===== src/design/tbmve_pkg.sv =====
// Shared types, codes and constants of the menu value editor.
package tbmve_pkg;

    localparam int unsigned NUM_BTN = 3;

    localparam logic [7:0] POS_WRAP = 8'd100;
    localparam logic [7:0] POS_UP   = 8'd100;
    localparam logic [7:0] POS_DOWN = 8'd200;

    typedef enum logic [1:0] {
        REQ_SAMPLE = 2'd0,
        REQ_LOAD   = 2'd1,
        REQ_CLEAR  = 2'd2,
        REQ_NONE   = 2'd3
    } t_req;

    typedef enum logic [1:0] {
        CFG_DEBOUNCE  = 2'd0,
        CFG_VALUE_MIN = 2'd1,
        CFG_VALUE_MAX = 2'd2,
        CFG_UNUSED    = 2'd3
    } t_cfg_idx;

    typedef enum logic [1:0] {
        BTN_MENU = 2'd0,
        BTN_UP   = 2'd1,
        BTN_DOWN = 2'd2
    } t_btn;

    localparam logic [15:0] DEBOUNCE_RST = 16'd50;
    localparam logic [15:0] VALUE_MIN_RST = 16'd0;
    localparam logic [15:0] VALUE_MAX_RST = 16'd59;

    typedef struct packed {
        logic [1:0]         req_type;
        logic               menu_pressed;
        logic               up_pressed;
        logic               down_pressed;
        logic [31:0]        now_ms;
        logic signed [15:0] load_data;
    } t_item;

    typedef struct packed {
        logic [15:0]        debounce_ms;
        logic signed [15:0] value_min;
        logic signed [15:0] value_max;
    } t_cfg;

    typedef struct packed {
        logic signed [15:0]           value;
        logic [7:0]                   pos;
        logic [NUM_BTN-1:0][31:0]     last_ms;
        logic [NUM_BTN-1:0]           held;
    } t_state;

endpackage


===== src/design/tbmve_ifs.sv =====
// Valid/ready channel interfaces for sample items and result items.
interface tbmve_in_if;
    logic               valid;
    logic               ready;
    logic [1:0]         req_type;
    logic               menu_pressed;
    logic               up_pressed;
    logic               down_pressed;
    logic [31:0]        now_ms;
    logic signed [15:0] load_data;

    modport source (
        output valid, req_type, menu_pressed, up_pressed, down_pressed, now_ms, load_data,
        input  ready
    );
    modport sink (
        input  valid, req_type, menu_pressed, up_pressed, down_pressed, now_ms, load_data,
        output ready
    );
endinterface

interface tbmve_out_if;
    logic               valid;
    logic               ready;
    logic signed [15:0] edited_value;
    logic [7:0]         menu_position;
    logic               beep;

    modport source (
        output valid, edited_value, menu_position, beep,
        input  ready
    );
    modport sink (
        input  valid, edited_value, menu_position, beep,
        output ready
    );
endinterface


===== src/design/tbmve_step.sv =====
// Next-state logic for one item: debounce, menu/up/down actions, load and clear.
module tbmve_step (
    input  tbmve_pkg::t_item  i_item,
    input  tbmve_pkg::t_cfg   i_cfg,
    input  tbmve_pkg::t_state i_state,
    output tbmve_pkg::t_state o_state,
    output logic              o_beep
);
    import tbmve_pkg::*;

    logic [NUM_BTN-1:0] pressed;
    logic [NUM_BTN-1:0] fire;
    logic [NUM_BTN-1:0] held_n;
    logic [NUM_BTN-1:0][31:0] last_n;
    logic [31:0]        elapsed [NUM_BTN];
    logic [7:0]         pos_menu;
    logic [7:0]         pos_inc;
    logic [7:0]         pos_up;
    logic signed [15:0] val_up;
    logic signed [16:0] sum_up;
    logic signed [16:0] sum_dn;

    assign pressed[BTN_MENU] = i_item.menu_pressed;
    assign pressed[BTN_UP]   = i_item.up_pressed;
    assign pressed[BTN_DOWN] = i_item.down_pressed;

    // each button is independent: debounce against its own last accepted time
    always_comb begin
        for (int b = 0; b < NUM_BTN; b++) begin
            elapsed[b] = i_item.now_ms - i_state.last_ms[b];
            fire[b]    = 1'b0;
            held_n[b]  = i_state.held[b];
            last_n[b]  = i_state.last_ms[b];
            if (pressed[b]) begin
                if (elapsed[b] >= {16'd0, i_cfg.debounce_ms}) begin
                    last_n[b] = i_item.now_ms;
                    fire[b]   = ~i_state.held[b];
                    held_n[b] = 1'b1;
                end
            end else begin
                held_n[b] = 1'b0;
            end
        end
    end

    // menu, then up, then down: each sees what the one before left
    always_comb begin
        pos_inc  = i_state.pos + 8'd1;
        pos_menu = i_state.pos;
        if (fire[BTN_MENU]) begin
            pos_menu = (pos_inc == POS_WRAP) ? 8'd0 : pos_inc;
        end

        sum_up = {i_state.value[15], i_state.value} + 17'sd1;
        val_up = i_state.value;
        pos_up = pos_menu;
        if (fire[BTN_UP]) begin
            val_up = (sum_up > $signed({i_cfg.value_max[15], i_cfg.value_max})) ?
                     i_cfg.value_min : sum_up[15:0];
            if (pos_menu == 8'd0) begin
                pos_up = POS_UP;
            end
        end

        sum_dn = {val_up[15], val_up} - 17'sd1;
        o_state = i_state;
        o_beep  = 1'b0;
        unique case (t_req'(i_item.req_type))
            REQ_SAMPLE: begin
                o_state.last_ms = last_n;
                o_state.held    = held_n;
                o_state.value   = val_up;
                o_state.pos     = pos_up;
                if (fire[BTN_DOWN]) begin
                    o_state.value =
                        (sum_dn < $signed({i_cfg.value_min[15], i_cfg.value_min})) ?
                        i_cfg.value_max : sum_dn[15:0];
                    if (pos_up == 8'd0) begin
                        o_state.pos = POS_DOWN;
                    end
                end
                o_beep = |fire;
            end
            REQ_LOAD:  o_state.value = i_item.load_data;
            REQ_CLEAR: o_state.pos   = 8'd0;
            default:   o_state = i_state;
        endcase
    end
endmodule


===== src/design/three_button_menu_value_editor_top.sv =====
// Top level of the three-button menu value editor.
// One result item comes out for every input item: an item is taken into an input
// register, its whole update (debounce of the menu, up and down buttons, position
// and value step, load or clear) is worked out combinationally into the state and
// the result register. A new item is accepted every clock while the result side
// keeps taking items; once both registers hold an item, a stall on the result side
// drops the input ready in the same cycle. Write the configuration only while no
// item is in flight.
module three_button_menu_value_editor_top (
    input  logic                 i_clk,
    input  logic                 i_rst_n,
    tbmve_in_if.sink             i_in,
    tbmve_out_if.source          o_out,
    input  logic                 i_cfg_we,
    input  tbmve_pkg::t_cfg_idx  i_cfg_idx,
    input  logic [15:0]          i_cfg_data
);
    import tbmve_pkg::*;

    t_cfg   r_cfg;
    t_state r_state;
    t_state n_state;
    t_item  r_in;
    t_item  n_in;
    logic   r_in_valid;
    logic   r_out_valid;
    logic signed [15:0] r_out_value;
    logic [7:0]         r_out_pos;
    logic               r_out_beep;
    logic   n_beep;
    logic   advance;

    assign advance    = r_in_valid && (!r_out_valid || o_out.ready);
    assign i_in.ready = !r_in_valid || advance;

    assign n_in.req_type     = i_in.req_type;
    assign n_in.menu_pressed = i_in.menu_pressed;
    assign n_in.up_pressed   = i_in.up_pressed;
    assign n_in.down_pressed = i_in.down_pressed;
    assign n_in.now_ms       = i_in.now_ms;
    assign n_in.load_data    = i_in.load_data;

    tbmve_step u_step (
        .i_item  (r_in),
        .i_cfg   (r_cfg),
        .i_state (r_state),
        .o_state (n_state),
        .o_beep  (n_beep)
    );

    always_ff @(posedge i_clk) begin
        if (!i_rst_n) begin
            r_cfg.debounce_ms <= DEBOUNCE_RST;
            r_cfg.value_min   <= VALUE_MIN_RST;
            r_cfg.value_max   <= VALUE_MAX_RST;
        end else if (i_cfg_we) begin
            unique case (i_cfg_idx)
                CFG_DEBOUNCE:  r_cfg.debounce_ms <= i_cfg_data;
                CFG_VALUE_MIN: r_cfg.value_min   <= i_cfg_data;
                CFG_VALUE_MAX: r_cfg.value_max   <= i_cfg_data;
                default: ;
            endcase
        end
    end

    always_ff @(posedge i_clk) begin
        if (!i_rst_n) begin
            r_state     <= '0;
            r_in_valid  <= 1'b0;
            r_out_valid <= 1'b0;
        end else begin
            if (advance) begin
                r_state <= n_state;
            end
            if (i_in.ready) begin
                r_in_valid <= i_in.valid;
            end
            if (advance) begin
                r_out_valid <= 1'b1;
            end else if (o_out.ready) begin
                r_out_valid <= 1'b0;
            end
        end
    end

    // payload: hold while stalled
    always_ff @(posedge i_clk) begin
        if (i_in.valid && i_in.ready) begin
            r_in <= n_in;
        end
        if (advance) begin
            r_out_value <= n_state.value;
            r_out_pos   <= n_state.pos;
            r_out_beep  <= n_beep;
        end
    end

    assign o_out.valid         = r_out_valid;
    assign o_out.edited_value  = r_out_value;
    assign o_out.menu_position = r_out_pos;
    assign o_out.beep          = r_out_beep;

    a_load_value: assert property (@(posedge i_clk) disable iff (!i_rst_n)
        advance && r_in.req_type == REQ_LOAD |=> r_out_value == $past(r_in.load_data))
        else $error("load item did not set the edited value");

    a_no_beep: assert property (@(posedge i_clk) disable iff (!i_rst_n)
        advance && r_in.req_type != REQ_SAMPLE |=> !r_out_beep)
        else $error("beep on a non-sample item");

    a_clear_pos: assert property (@(posedge i_clk) disable iff (!i_rst_n)
        advance && r_in.req_type == REQ_CLEAR |=> r_out_pos == 8'd0)
        else $error("clear item left a nonzero position");

    a_in_hold: assert property (@(posedge i_clk) disable iff (!i_rst_n)
        r_in_valid && !advance |=> r_in_valid && $stable(r_in))
        else $error("pending item lost or overwritten");

    a_state_hold: assert property (@(posedge i_clk) disable iff (!i_rst_n)
        !advance |=> $stable(r_state))
        else $error("state changed without an item");
endmodule

===== src/flat_wrapper.sv =====
// flat-port wrapper written by rule: the top's interface ports become plain ports
module three_button_menu_value_editor_top_flat import tbmve_pkg::*;
  (i_clk, i_rst_n, i_cfg_we, i_cfg_idx, i_cfg_data, i_in_valid, i_in_req_type, i_in_menu_pressed, i_in_up_pressed, i_in_down_pressed, i_in_now_ms, i_in_load_data, i_in_ready, o_out_valid, o_out_edited_value, o_out_menu_position, o_out_beep, o_out_ready);
  tbmve_in_if i_in_i ();
  tbmve_out_if o_out_i ();
  input  logic i_clk;
  input  logic i_rst_n;
  input  logic i_cfg_we;
  input  tbmve_pkg::t_cfg_idx i_cfg_idx;
  input  logic [15:0] i_cfg_data;
  input wire logic [$bits(i_in_i.valid)-1:0] i_in_valid;
  input wire logic [$bits(i_in_i.req_type)-1:0] i_in_req_type;
  input wire logic [$bits(i_in_i.menu_pressed)-1:0] i_in_menu_pressed;
  input wire logic [$bits(i_in_i.up_pressed)-1:0] i_in_up_pressed;
  input wire logic [$bits(i_in_i.down_pressed)-1:0] i_in_down_pressed;
  input wire logic [$bits(i_in_i.now_ms)-1:0] i_in_now_ms;
  input wire logic [$bits(i_in_i.load_data)-1:0] i_in_load_data;
  output wire logic [$bits(i_in_i.ready)-1:0] i_in_ready;
  output wire logic [$bits(o_out_i.valid)-1:0] o_out_valid;
  output wire logic [$bits(o_out_i.edited_value)-1:0] o_out_edited_value;
  output wire logic [$bits(o_out_i.menu_position)-1:0] o_out_menu_position;
  output wire logic [$bits(o_out_i.beep)-1:0] o_out_beep;
  input wire logic [$bits(o_out_i.ready)-1:0] o_out_ready;
  assign i_in_i.valid = i_in_valid;
  assign i_in_i.req_type = i_in_req_type;
  assign i_in_i.menu_pressed = i_in_menu_pressed;
  assign i_in_i.up_pressed = i_in_up_pressed;
  assign i_in_i.down_pressed = i_in_down_pressed;
  assign i_in_i.now_ms = i_in_now_ms;
  assign i_in_i.load_data = i_in_load_data;
  assign i_in_ready = i_in_i.ready;
  assign o_out_valid = o_out_i.valid;
  assign o_out_edited_value = o_out_i.edited_value;
  assign o_out_menu_position = o_out_i.menu_position;
  assign o_out_beep = o_out_i.beep;
  assign o_out_i.ready = o_out_ready;
  three_button_menu_value_editor_top u_core (.i_clk(i_clk), .i_rst_n(i_rst_n), .i_in(i_in_i), .o_out(o_out_i), .i_cfg_we(i_cfg_we), .i_cfg_idx(i_cfg_idx), .i_cfg_data(i_cfg_data));
endmodule

===== config.mk =====
export PLATFORM = sky130hd
export DESIGN_NAME = three_button_menu_value_editor_top_flat
export DESIGN_NICKNAME = d
export VERILOG_FILES = /design/src/design/tbmve_pkg.sv /design/src/design/tbmve_ifs.sv /design/src/design/tbmve_step.sv /design/src/design/three_button_menu_value_editor_top.sv /design/src/flat_wrapper.sv
export SDC_FILE = /design/constraint.sdc
export NUM_CORES = 1
export LEC_CHECK = 0
export BUFFER_PORTS_ARGS = -buffer_cell sky130_fd_sc_hd__buf_2
export CELL_PAD_IN_SITES_DETAIL_PLACEMENT = 1
export CELL_PAD_IN_SITES_GLOBAL_PLACEMENT = 2
export CORE_MARGIN = 3
export CORE_UTILIZATION = 34
export CTS_CLUSTER_SIZE = 16
export DETAILED_ROUTE_END_ITERATION = 8
export PLACE_DENSITY_LB_ADDON = 0.1
export SLEW_MARGIN = 20
export SYNTH_ARGS = -nofsm -noshare
export SYNTH_HDL_FRONTEND = slang
export SYNTH_HIERARCHICAL = 1
export SYNTH_SLANG_ARGS = --single-unit

===== constraint.sdc =====
create_clock -name i_clk -period 8.26 [get_ports i_clk]
set_input_delay 1.239 -clock i_clk [delete_from_list [all_inputs] [get_ports i_clk]]
set_output_delay 1.239 -clock i_clk [all_outputs]
set_load 0.01 [all_outputs]

==> results of run 1 <==
==> flip-flops by register name, summed over array words and instances, names as in the netlist <==
name and flops:
u_core/r_state 123, u_core/r_in 53, u_core/o_out.edited_value 16, u_core/r_in_valid 1
u_core/r_cfg 48, u_core/o_out.menu_position 8, u_core/o_out.beep 1, u_core/o_out.valid 1
==> worst reg2reg max path: cells and delay by family (launching register included) <==
kind | cells | cell delay, ns
adders and majority gates | 4 | 1.12
AOI/OAI and AO/OA | 13 | 2.87
muxes | 1 | 0.14
buffers and inverters | 2 | 0.20
xor gates and xnor gates | 2 | 0.22
and+or+nand+nor | 16 | 3.06
DFF | 1 | 0.37
==> worst paths after layout <==
check | end | slack [ns] | startpoint
worst min-delay path | u_core/r_state[79] | 0.46 | u_core/r_state[79]
worst max register to register | u_core/r_state[118] | 0.25 | u_core/r_in[16]
worst max-delay path | u_core/r_state[118] | 0.25 | u_core/r_in[16]
worst min register to register | u_core/r_state[79] | 0.46 | u_core/r_state[79]
==> area by class of cell <==
cell class | instances | area, um^2 | area share
Inverter | 183 | 687 | 0.0286
Timing Repair Buffer | 260 | 1750 | 0.0729
Sequential cell | 251 | 5810 | 0.242
Clock buffer | 41 | 928 | 0.0386
Tap cell | 773 | 967 | 0.0402
Clock inverter | 23 | 278 | 0.0116
Multi-Input combinational cell | 1999 | 13600 | 0.566
Antenna cell | 1 | 2.50 | 0.000104
==> cells by family (layout without fill, tap and decap cells) <==
logic type | count (synthesis) | after routing | synth area share
buffers and inverters | 326 | 507 | 0.0674
DFF | 251 | 251 | 0.284
xor gates and xnor gates | 93 | 93 | 0.0399
other | 0 | 1 | 0
AOI/OAI and AO/OA | 650 | 650 | 0.204
and+or+nand+nor | 886 | 886 | 0.197
adders and majority gates | 180 | 180 | 0.111
muxes | 190 | 190 | 0.0955
==> routing by layer <==
metal / vias to the layer above / part of all wire / GRT usage
met5: - / 0 / 0
met4: 0 / 0.045 / 0.102
met3: 125 / 0.022 / 0.0238
met2: 252 / 0.49 / 0.423
met1: 9485 / 0.44 / 0.284
li1: 9520 / - / -
==> per-stage QoR <==
step	utilization	total power [mW]	area [um^2]	hold WS [ns]	TNS [ns]
floorplan	-	2.22	20500	0.434	0
global placement	0.377	2.70	22300	0.442	-0.514
detailed placement	0.377	2.73	22300	0.448	-6.40
CTS	0.399	4.40	23700	0.459	0
global route	0.406	4.69	24000	0.469	-1.54
finish	0.406	4.43	24000	0.456	0
==> power by group <==
part | internal [mW] | total, mW | switching [mW]
sequential | 1.32 | 1.37 | 0.0476
combinational | 0.634 | 1.46 | 0.829
clock | 0.947 | 1.60 | 0.653
total | 2.90 | 4.43 | 1.53
==> placed cells by master, fill, tap and decap left out, types with 21 or more instances in the layout <==
cell / Yosys / layout
o21ai_0: 211 / 193
o21a_1: 36 / 36
edfxtp_1: 78 / 78
nand2b_1: 22 / 22
dfxtp_1: 173 / 172
buf_2: 14 / 101
nor3_1: 41 / 38
mux2i_1: 150 / 150
ha_1: 177 / 169
mux2_2: 40 / 40
nand4_1: 43 / 43
o21ai_1: 11 / 21
xor2_1: 33 / 33
a21o_1: 46 / 46
buf_4: 6 / 148
nand3_1: 88 / 85
inv_1: 182 / 180
clkbuf_16: 0 / 35
nand2_1: 473 / 472
a21oi_1: 136 / 127
nor2_1: 107 / 103
xnor2_1: 60 / 59
o211ai_1: 24 / 24
==> timing repair <==
item,4_1_cts,5_1_grt
pin swaps,15,52
gates cloned,0,1
resized for setup,29,62
setup endpoints to repair,32,32
setup buffers,5,11
==> run_results.csv, run 1 <==
group,metric,value,unit
detailed_routing,wire_per_inst,21.4,um
clock_network,cts_buffers,35,
setup_path,cp.required,8.75,ns
synthesis,synth_common_cells,"nand2_1 (473), o21ai_0 (211), inv_1 (182)",
setup_path,path_depth,38,
die,core,59200,um^2
detailed_routing,wl,75600,um
synthesis,seq_area_frac_synth,0.284,
die,initial_core_util,0.345,
cells_and_area,layout.cells.non_filler,3531,
setup_path,max_stage_delay,0.55,ns
clock_network,cts_max_path_buffers,3,
synthesis,synth_area_per_cell,7.93,um^2
flow_run,cap_violations,0,
synthesis,synth_area_leader_cell,"dfxtp_1",
global_route,grt_max_degree,177,
cells_and_area,fin_nets,2986,
hold_path,hold_class,"flop to flop",
global_route,globalRoute.totalOverflow,0,
clock_network,insertion_delay,0.56,ns
pwr,ir_worst_vdd,0.000144,V
synthesis,synthCells,2576,
hold_path,hold-path-cell-count,2,
synthesis,ys_seq_elements,251,
placed_design,gp_congestion,0.913,
global_route,grt_usage,0.235,
synthesis,yosys_warnings,6,
clock_network,htreeDepth,2,
cells_and_area,drive_gt1_frac,0.159,
clock_network,hold_buffers,0,
clock_network,cts_tree,"built",
die,io-pin-count,103,
setup_path,cpLargestDelayFamily,"simple AND/OR/NAND/NOR gates",
setup_path,critPathLaunchType,"flop",
sta,clock.fmax,125,MHz
synthesis,post_synth_num_cell_types,88,
sta,timing.final.crit_share,0.970,
detailed_routing,antenna_left,0,
die,std_cell_rows,89,
global_route,antenna_found_initial,0,
die,die_h,251,um
setup_path,ff2ff_path_depth,38,
setup_path,crit_arrival,8.50,ns
sta,setup_viol,0,
pwr,leakage,9.36,nW
setup_path,slowest_stage,"or4b_4",
clock_network,cts.sinks,251,
synthesis,async_reset_ff_frac,0,
die,die_w,251,um
clock_network,cts_root_buffer,"clkbuf_16",
die,die_area,63100,um^2
setup_path,critPathCaptureType,"flop",
synthesis,synth.area.top_cells,"dfxtp_1 (17%), edfxtp_1 (11%), ha_1 (11%), nand2_1 (8.7%), mux2i_1 (7.3%)",
placed_design,portBuffers,102,
sta,finalWorstSetupSlack,0.247,ns
setup_path,critPathBufInv,2,
synthesis,synth.most_common_cell,"nand2_1",
detailed_routing,via_per_inst,5.49,
placed_design,post-place-cells,3447,
clock_network,path_clk_slew,0.06,ns
placed_design,post-dp-hpwl,58600,um
cells_and_area,fillers,7115,
sta,worst_slew_pin_slew,1.01,ns
sta,finalHoldViolCount,0,
synthesis,synth.top_cell.area_share,0.170,
sta,max-slew-margin-rel,0.322,
global_route,grt_pass1_wl,116000,um
detailed_routing,drtIter0Drc,791,
sta,slew_violations,0,
synthesis,synth_edf_count,78,
setup_path,crit_type,"flop to flop",
detailed_routing,drt-pass1-iter-count,5,
pwr,power_density,184,nW/um^2
cells_and_area,syn2layout_area_growth,17.6,%
detailed_routing,drc,0,
sta,rsz0062_at_grt,"yes",
synthesis,synth_area,20400,um^2
sta,finClkSkew,0.0274,ns
detailed_routing,routed-via-count,19400,
global_route,grt_pass1_vias,20100,
run_status,status,"completed",
synthesis,synth_ff_type,"dfxtp_1",
synthesis,syn_nets,2832,
setup_path,crit_path_max_fanout,7,
sta,fin_crit,8.01,ns
placed_design,dp_slack,-0.385,ns
Power figures use the tool's default switching activity.
==> run 2, diff against run 1 <==
- CAP_MARGIN: unset -> 25
- CORE_ASPECT_RATIO: unset -> 1.1
- RECOVER_POWER: unset -> 25
==> run 2 against run 1 <==
Via count is 0.77% higher. Routed wire length is 3.3% higher. Clock power is 13% lower. First-iteration DRC count down 6.4%. Power is 2.9% lower. Flip-flop and latch count unchanged. Combinational power rose by 5%. Critical path type unchanged. Largest power group is now combinational cells.
==> run_results.csv, run 2 (synthesis results as in run 1) <==
group,metric,value,unit
run_status,status,"completed",
clock_network,path_clk_slew,0.06,ns
die,std_cell_rows,93,
flow_run,cap_violations,0,
placed_design,post-place-cells,3457,
global_route,grt_max_degree,175,
global_route,grt_pass1_wl,121000,um
cells_and_area,layout.cells.non_filler,3533,
sta,rsz0062_at_grt,"yes",
sta,slew_violations,0,
placed_design,portBuffers,102,
setup_path,cp.required,8.72,ns
global_route,antenna_found_initial,0,
die,core,59000,um^2
setup_path,max_stage_delay,0.58,ns
setup_path,critPathCaptureType,"flop",
detailed_routing,via_per_inst,5.53,
detailed_routing,drtIter0Drc,740,
hold_path,hold_class,"flop to flop",
cells_and_area,layout_common_cells,"nand2_1 (472), o21ai_0 (195), inv_1 (180)",
hold_path,min_from,"u_core/r_state[86]",
sta,hold_ws,0.453,ns
placed_design,post-dp-hpwl,61200,um
pwr,power_density,179,nW/um^2
placed_design,postPlaceCellArea,22500,um^2
pwr,ir_worst_vdd,0.000176,V
setup_path,rr_startpoint,"u_core/r_in[16]",
clock_network,cts_tree,"built",
die,initial_core_util,0.346,
cells_and_area,syn2layout_area_growth,17.6,%
sta,finClkSkew,0.0471,ns
sta,fin_crit,8.04,ns
setup_path,slowest_stage,"or4b_4",
sta,finalHoldViolCount,0,
die,io-pin-count,103,
cells_and_area,final_common_cell,"nand2_1",
cells_and_area,multi_input_area,13600,um^2
global_route,grt_usage,0.243,
die,die_h,263,um
clock_network,cts_buffers,31,
detailed_routing,antenna_left,0,
cells_and_area,antenna_cells,0,
hold_path,holdPathEnd,"u_core/r_state[86]",
sta,max-slew-margin-rel,0.319,
cells_and_area,fin_nets,3004,
setup_path,crit_arrival,8.50,ns
cells_and_area,register_area,5810,um^2
die,die_w,240,um
cells_and_area,largest_reg_flops,123,
placed_design,gp_congestion,0.905,
sta,worst_slew_pin_slew,1.02,ns
setup_path,critPathLaunchType,"flop",
clock_network,cts_root_buffer,"clkbuf_16",
clock_network,htreeDepth,1,
cells_and_area,regMostFlops,"u_core/r_state",
setup_path,crit_type,"flop to flop",
detailed_routing,wl,78100,um
clock_network,hold_buffers,0,
global_route,grt_pass1_vias,20800,
cells_and_area,post-route-cell-area,24000,um^2
sta,timing.final.crit_share,0.974,
setup_path,ff2ff_path_depth,37,
global_route,globalRoute.totalOverflow,0,
detailed_routing,routed-via-count,19500,
cells_and_area,reg.largest.list,"u_core/r_state x123, u_core/r_in x53, u_core/r_cfg x48",
clock_network,insertion_delay,0.62,ns
detailed_routing,drt-pass1-iter-count,5,
clock_network,cts_max_path_buffers,3,
detailed_routing,drc,0,
sta,setup_viol,0,
pwr,leakage,9.40,nW
cells_and_area,fillers,7088,
cells_and_area,drive_gt1_frac,0.163,
die,die_area,63100,um^2
setup_path,crit_path_max_fanout,8,
hold_path,hold-path-cell-count,2,
clock_network,cts.sinks,251,
sta,finalSetupTns,0,ns
setup_path,r2r_end,"u_core/r_state[116]",
detailed_routing,wire_per_inst,22.1,um
setup_path,reg2reg_slack,0.22,ns
sta,clock.fmax,124,MHz
==> run 2: cell types whose count changed in the layout (fill, tap and decap cells not counted), moves of 3 or more <==
cell,before,now
buf_4,148,168
clkbuf_1,3,12
buf_2,101,97
ha_1,169,173
clkbuf_16,35,32
clkinv_4,3,0
ha_4,6,3
==> run 2: metal layers <==
| metal | vias up | wire length [um] | GRT usage |
|---|---|---|---|
| li1 | 9540 | - | - |
| met1 | 9608 | 33000 | 0.285 |
| met2 | 258 | 40000 | 0.457 |
| met3 | 125 | 1680 | 0.0196 |
| met4 | 0 | 3370 | 0.0902 |
| met5 | - | 0 | 0 |
==> run 2: through the flow <==
stage | power, mW | util | setup slack, ns
finish | 4.30 | 0.407 | 0.216
CTS | 4.24 | 0.402 | 0.0149
detailed placement | 2.77 | 0.382 | -0.504
global route | 4.55 | 0.407 | -0.208
global placement | 2.74 | 0.381 | -0.209
floorplan | 2.22 | - | 0.00207
==> run 2: how the worst max path moves through the flow <==
stage	depth (start not counted)	to	slack, ns	startpoint
floorplan	43	u_core/r_state[114]	0.002	u_core/r_in[17]
global placement	37	u_core/r_state[118]	-0.21	u_core/r_in[16]
detailed placement	37	u_core/r_state[118]	-0.50	u_core/r_in[16]
CTS	40	u_core/r_state[116]	0.01	u_core/r_in[16]
global route	44	u_core/r_state[112]	-0.21	u_core/r_in[16]
finish	37	u_core/r_state[116]	0.22	u_core/r_in[16]
==> run 2: where the power goes <==
group,leakage [nW],total (mW),switching [mW],internal (mW)
Sequential,2.16,1.37,0.0471,1.32
Combinational,6.74,1.53,0.864,0.666
Clock,0.507,1.40,0.583,0.820
==> run 2: worst max-delay path: cells and delay by family, from the launching register on <==
family / cells / cell delay (ns)
and+or+nand+nor: 15 / 2.99
AOI/OAI and AO/OA: 13 / 2.88
adders and majority gates: 4 / 1.13
DFF: 1 / 0.37
xor gates and xnor gates: 2 / 0.28
buffers and inverters: 2 / 0.20
muxes: 1 / 0.09
==> run 2: area by class of cell <==
cell class                      count  area share
Multi-Input combinational cell   1999       0.566
Inverter                          183      0.0286
Clock inverter                     13     0.00583
Tap cell                          760      0.0396
Clock buffer                       45      0.0374
Timing Repair Buffer              282      0.0806
Sequential cell                   251       0.242
==> run 2: what timing repair did <==
item                                    in CTS  in global routing
setup buffers                                6                 12
endpoints found under the setup margin      32                 32
endpoints found under the hold margin        0                  0
cloned                                       0                  0
pin swaps                                   25                 55
gates resized for setup                     31                 65
==> run 3, diff against run 2 <==
- CAP_MARGIN: 25 -> 20
- CELL_PAD_IN_SITES_GLOBAL_PLACEMENT: 2 -> 1
- CORE_UTILIZATION: 34 -> 43
==> run 3 against run 2 <==
First-iteration DRC count rose by 34%. Hold slack improved by 0.0028 ns. Routed wire length down 6.0%. Maximum frequency fell by 2.0%. Critical path type unchanged.
==> run_results.csv, run 3 (synthesis results as in run 1) <==
group,metric,value,unit
hold_path,hold-path-cell-count,2,
cells_and_area,drive_gt1_frac,0.154,
setup_path,ff2ff_path_depth,39,
sta,timing.final.crit_share,0.994,
global_route,grt_pass1_wl,114000,um
clock_network,cts_tree,"built",
placed_design,gp_congestion,0.963,
clock_network,cts_root_buffer,"clkbuf_16",
cells_and_area,fillers,5706,
die,std_cell_rows,83,
global_route,grt_max_degree,181,
pwr,ir_worst_vdd,0.000155,V
setup_path,critPathCaptureType,"flop",
cells_and_area,multi_input_area,13600,um^2
detailed_routing,drc,0,
global_route,globalRoute.totalOverflow,0,
clock_network,cts_buffers,31,
hold_path,min_from,"u_core/r_state[94]",
run_status,status,"completed",
setup_path,startpoint,"u_core/r_in[27]",
cells_and_area,final_common_cell,"nand2_1",
global_route,grt_pass1_vias,20400,
die,die_w,214,um
detailed_routing,via_per_inst,5.82,
global_route,met3_usage,0.0246,
setup_path,max_stage_delay,0.57,ns
placed_design,post-dp-hpwl,56100,um
sta,finalHoldViolCount,0,
pwr,power_density,183,nW/um^2
setup_path,crit_type,"flop to flop",
die,initial_core_util,0.436,
setup_path,critPathLaunchType,"flop",
setup_path,crit_arrival,8.64,ns
cells_and_area,regMostFlops,"u_core/r_state",
cells_and_area,layout_common_cells,"nand2_1 (470), o21ai_0 (197), inv_1 (180)",
cells_and_area,largest_reg_flops,123,
detailed_routing,drtIter0Drc,995,
clock_network,insertion_delay,0.60,ns
clock_network,htreeDepth,1,
sta,worst_slew_pin_slew,1.18,ns
hold_path,holdPathEnd,"u_core/r_state[94]",
sta,rsz0062_at_grt,"yes",
global_route,antenna_found_initial,0,
clock_network,hold_buffers,0,
cells_and_area,reg.largest.list,"u_core/r_state x123, u_core/r_in x53, u_core/r_cfg x48",
placed_design,portBuffers,102,
detailed_routing,routed-via-count,19700,
hold_path,hold_class,"flop to flop",
clock_network,cts.sinks,251,
die,die_h,235,um
setup_path,cp.required,8.69,ns
pwr,leakage,9.23,nW
die,io-pin-count,103,
clock_network,cts_max_path_buffers,3,
setup_path,rr_startpoint,"u_core/r_in[27]",
detailed_routing,wire_per_inst,21.7,um
global_route,met2_usage,0.518,
clock_network,path_clk_slew,0.06,ns
sta,setup_viol,0,
cells_and_area,fin_nets,2972,
sta,hold_ws,0.456,ns
sta,finClkSkew,0.0269,ns
sta,clock.fmax,122,MHz
setup_path,crit_path_max_fanout,8,
sta,max-slew-margin-rel,0.215,
global_route,use_met1,0.338,
setup_path,reg2reg_slack,0.05,ns
setup_path,slowest_stage,"or4b_4",
die,core,46800,um^2
sta,slew_violations,0,
die,die_area,50200,um^2
sta,fin_crit,8.21,ns
cells_and_area,syn2layout_area_growth,15.8,%
setup_path,r2r_end,"u_core/r_state[109]",
cells_and_area,register_area,5810,um^2
sta,finalWorstSetupSlack,0.0498,ns
detailed_routing,drt-pass1-iter-count,5,
global_route,grt_usage,0.284,
flow_run,cap_violations,0,
placed_design,dp_slack,-0.418,ns
detailed_routing,antenna_left,0,
global_route,gr-max-usage-layer,"met2",
detailed_routing,wl,73400,um
pwr,total_power,4.34,mW
## run 3: layout make-up
cell class,count,area share
clock buffers,41,0.0378
inverters,183,0.0291
multi-input cells,1999,0.576
diodes,1,0.000106
clock inverters,17,0.00655
flip-flops and latches,251,0.245
repair buffers,250,0.0710
well taps,637,0.0337
## run 3: critical path, delay by kind of cell, from the launching register on
kind	cells	cell delay, ns
flops	1	0.46
xor+xnor	2	0.29
simple gates	8	1.48
compound gates	20	3.87
buf+inv	4	0.58
fa+ha+maj	4	1.29
mux	1	0.08
## run 3: worst max path at each step
stage          slack [ns]                  end  cells after the start
3_3_place_gp        -0.14  u_core/r_state[118]                     37
2_1_floorplan       0.002  u_core/r_state[114]                     43
5_1_grt             -0.37  u_core/r_state[118]                     40
3_5_place_dp        -0.42  u_core/r_state[114]                     39
6_report             0.05  u_core/r_state[109]                     39
4_1_cts            -0.003  u_core/r_state[108]                     41
## run 3: routing by layer
layer / up-vias / part of all wire
met1: 9690 / 0.42
met4: 0 / 0.047
met3: 146 / 0.028
li1: 9489 / -
met5: - / 0
met2: 326 / 0.50
## run 3: timing repair
item | in CTS | in global routing
buffers inserted | 12 | 14
setup endpoints to repair | 32 | 32
hold endpoints to repair | 0 | 0
cloned | 0 | 1
resized for setup | 38 | 63
pin swaps | 39 | 52
## run 3: through the flow
| stage | instance area [um^2] | utilization | TNS (ns) | instances |
|---|---|---|---|---|
| after global placement | 22000 | 0.471 | -0.501 | 3291 |
| after global routing | 23700 | 0.505 | -8.21 | 3378 |
| after floorplan | 20500 | - | 0 | 2576 |
| after detailed placement | 22000 | 0.471 | -7.58 | 3291 |
| final | 23700 | 0.505 | 0 | 3379 |
| after CTS | 23300 | 0.497 | -0.00313 | 3361 |
## run 3: power breakdown
part           internal (mW)  total [mW]  switching, mW
combinational          0.683        1.55          0.868
sequential              1.32        1.37         0.0479
clock                  0.826        1.41          0.588
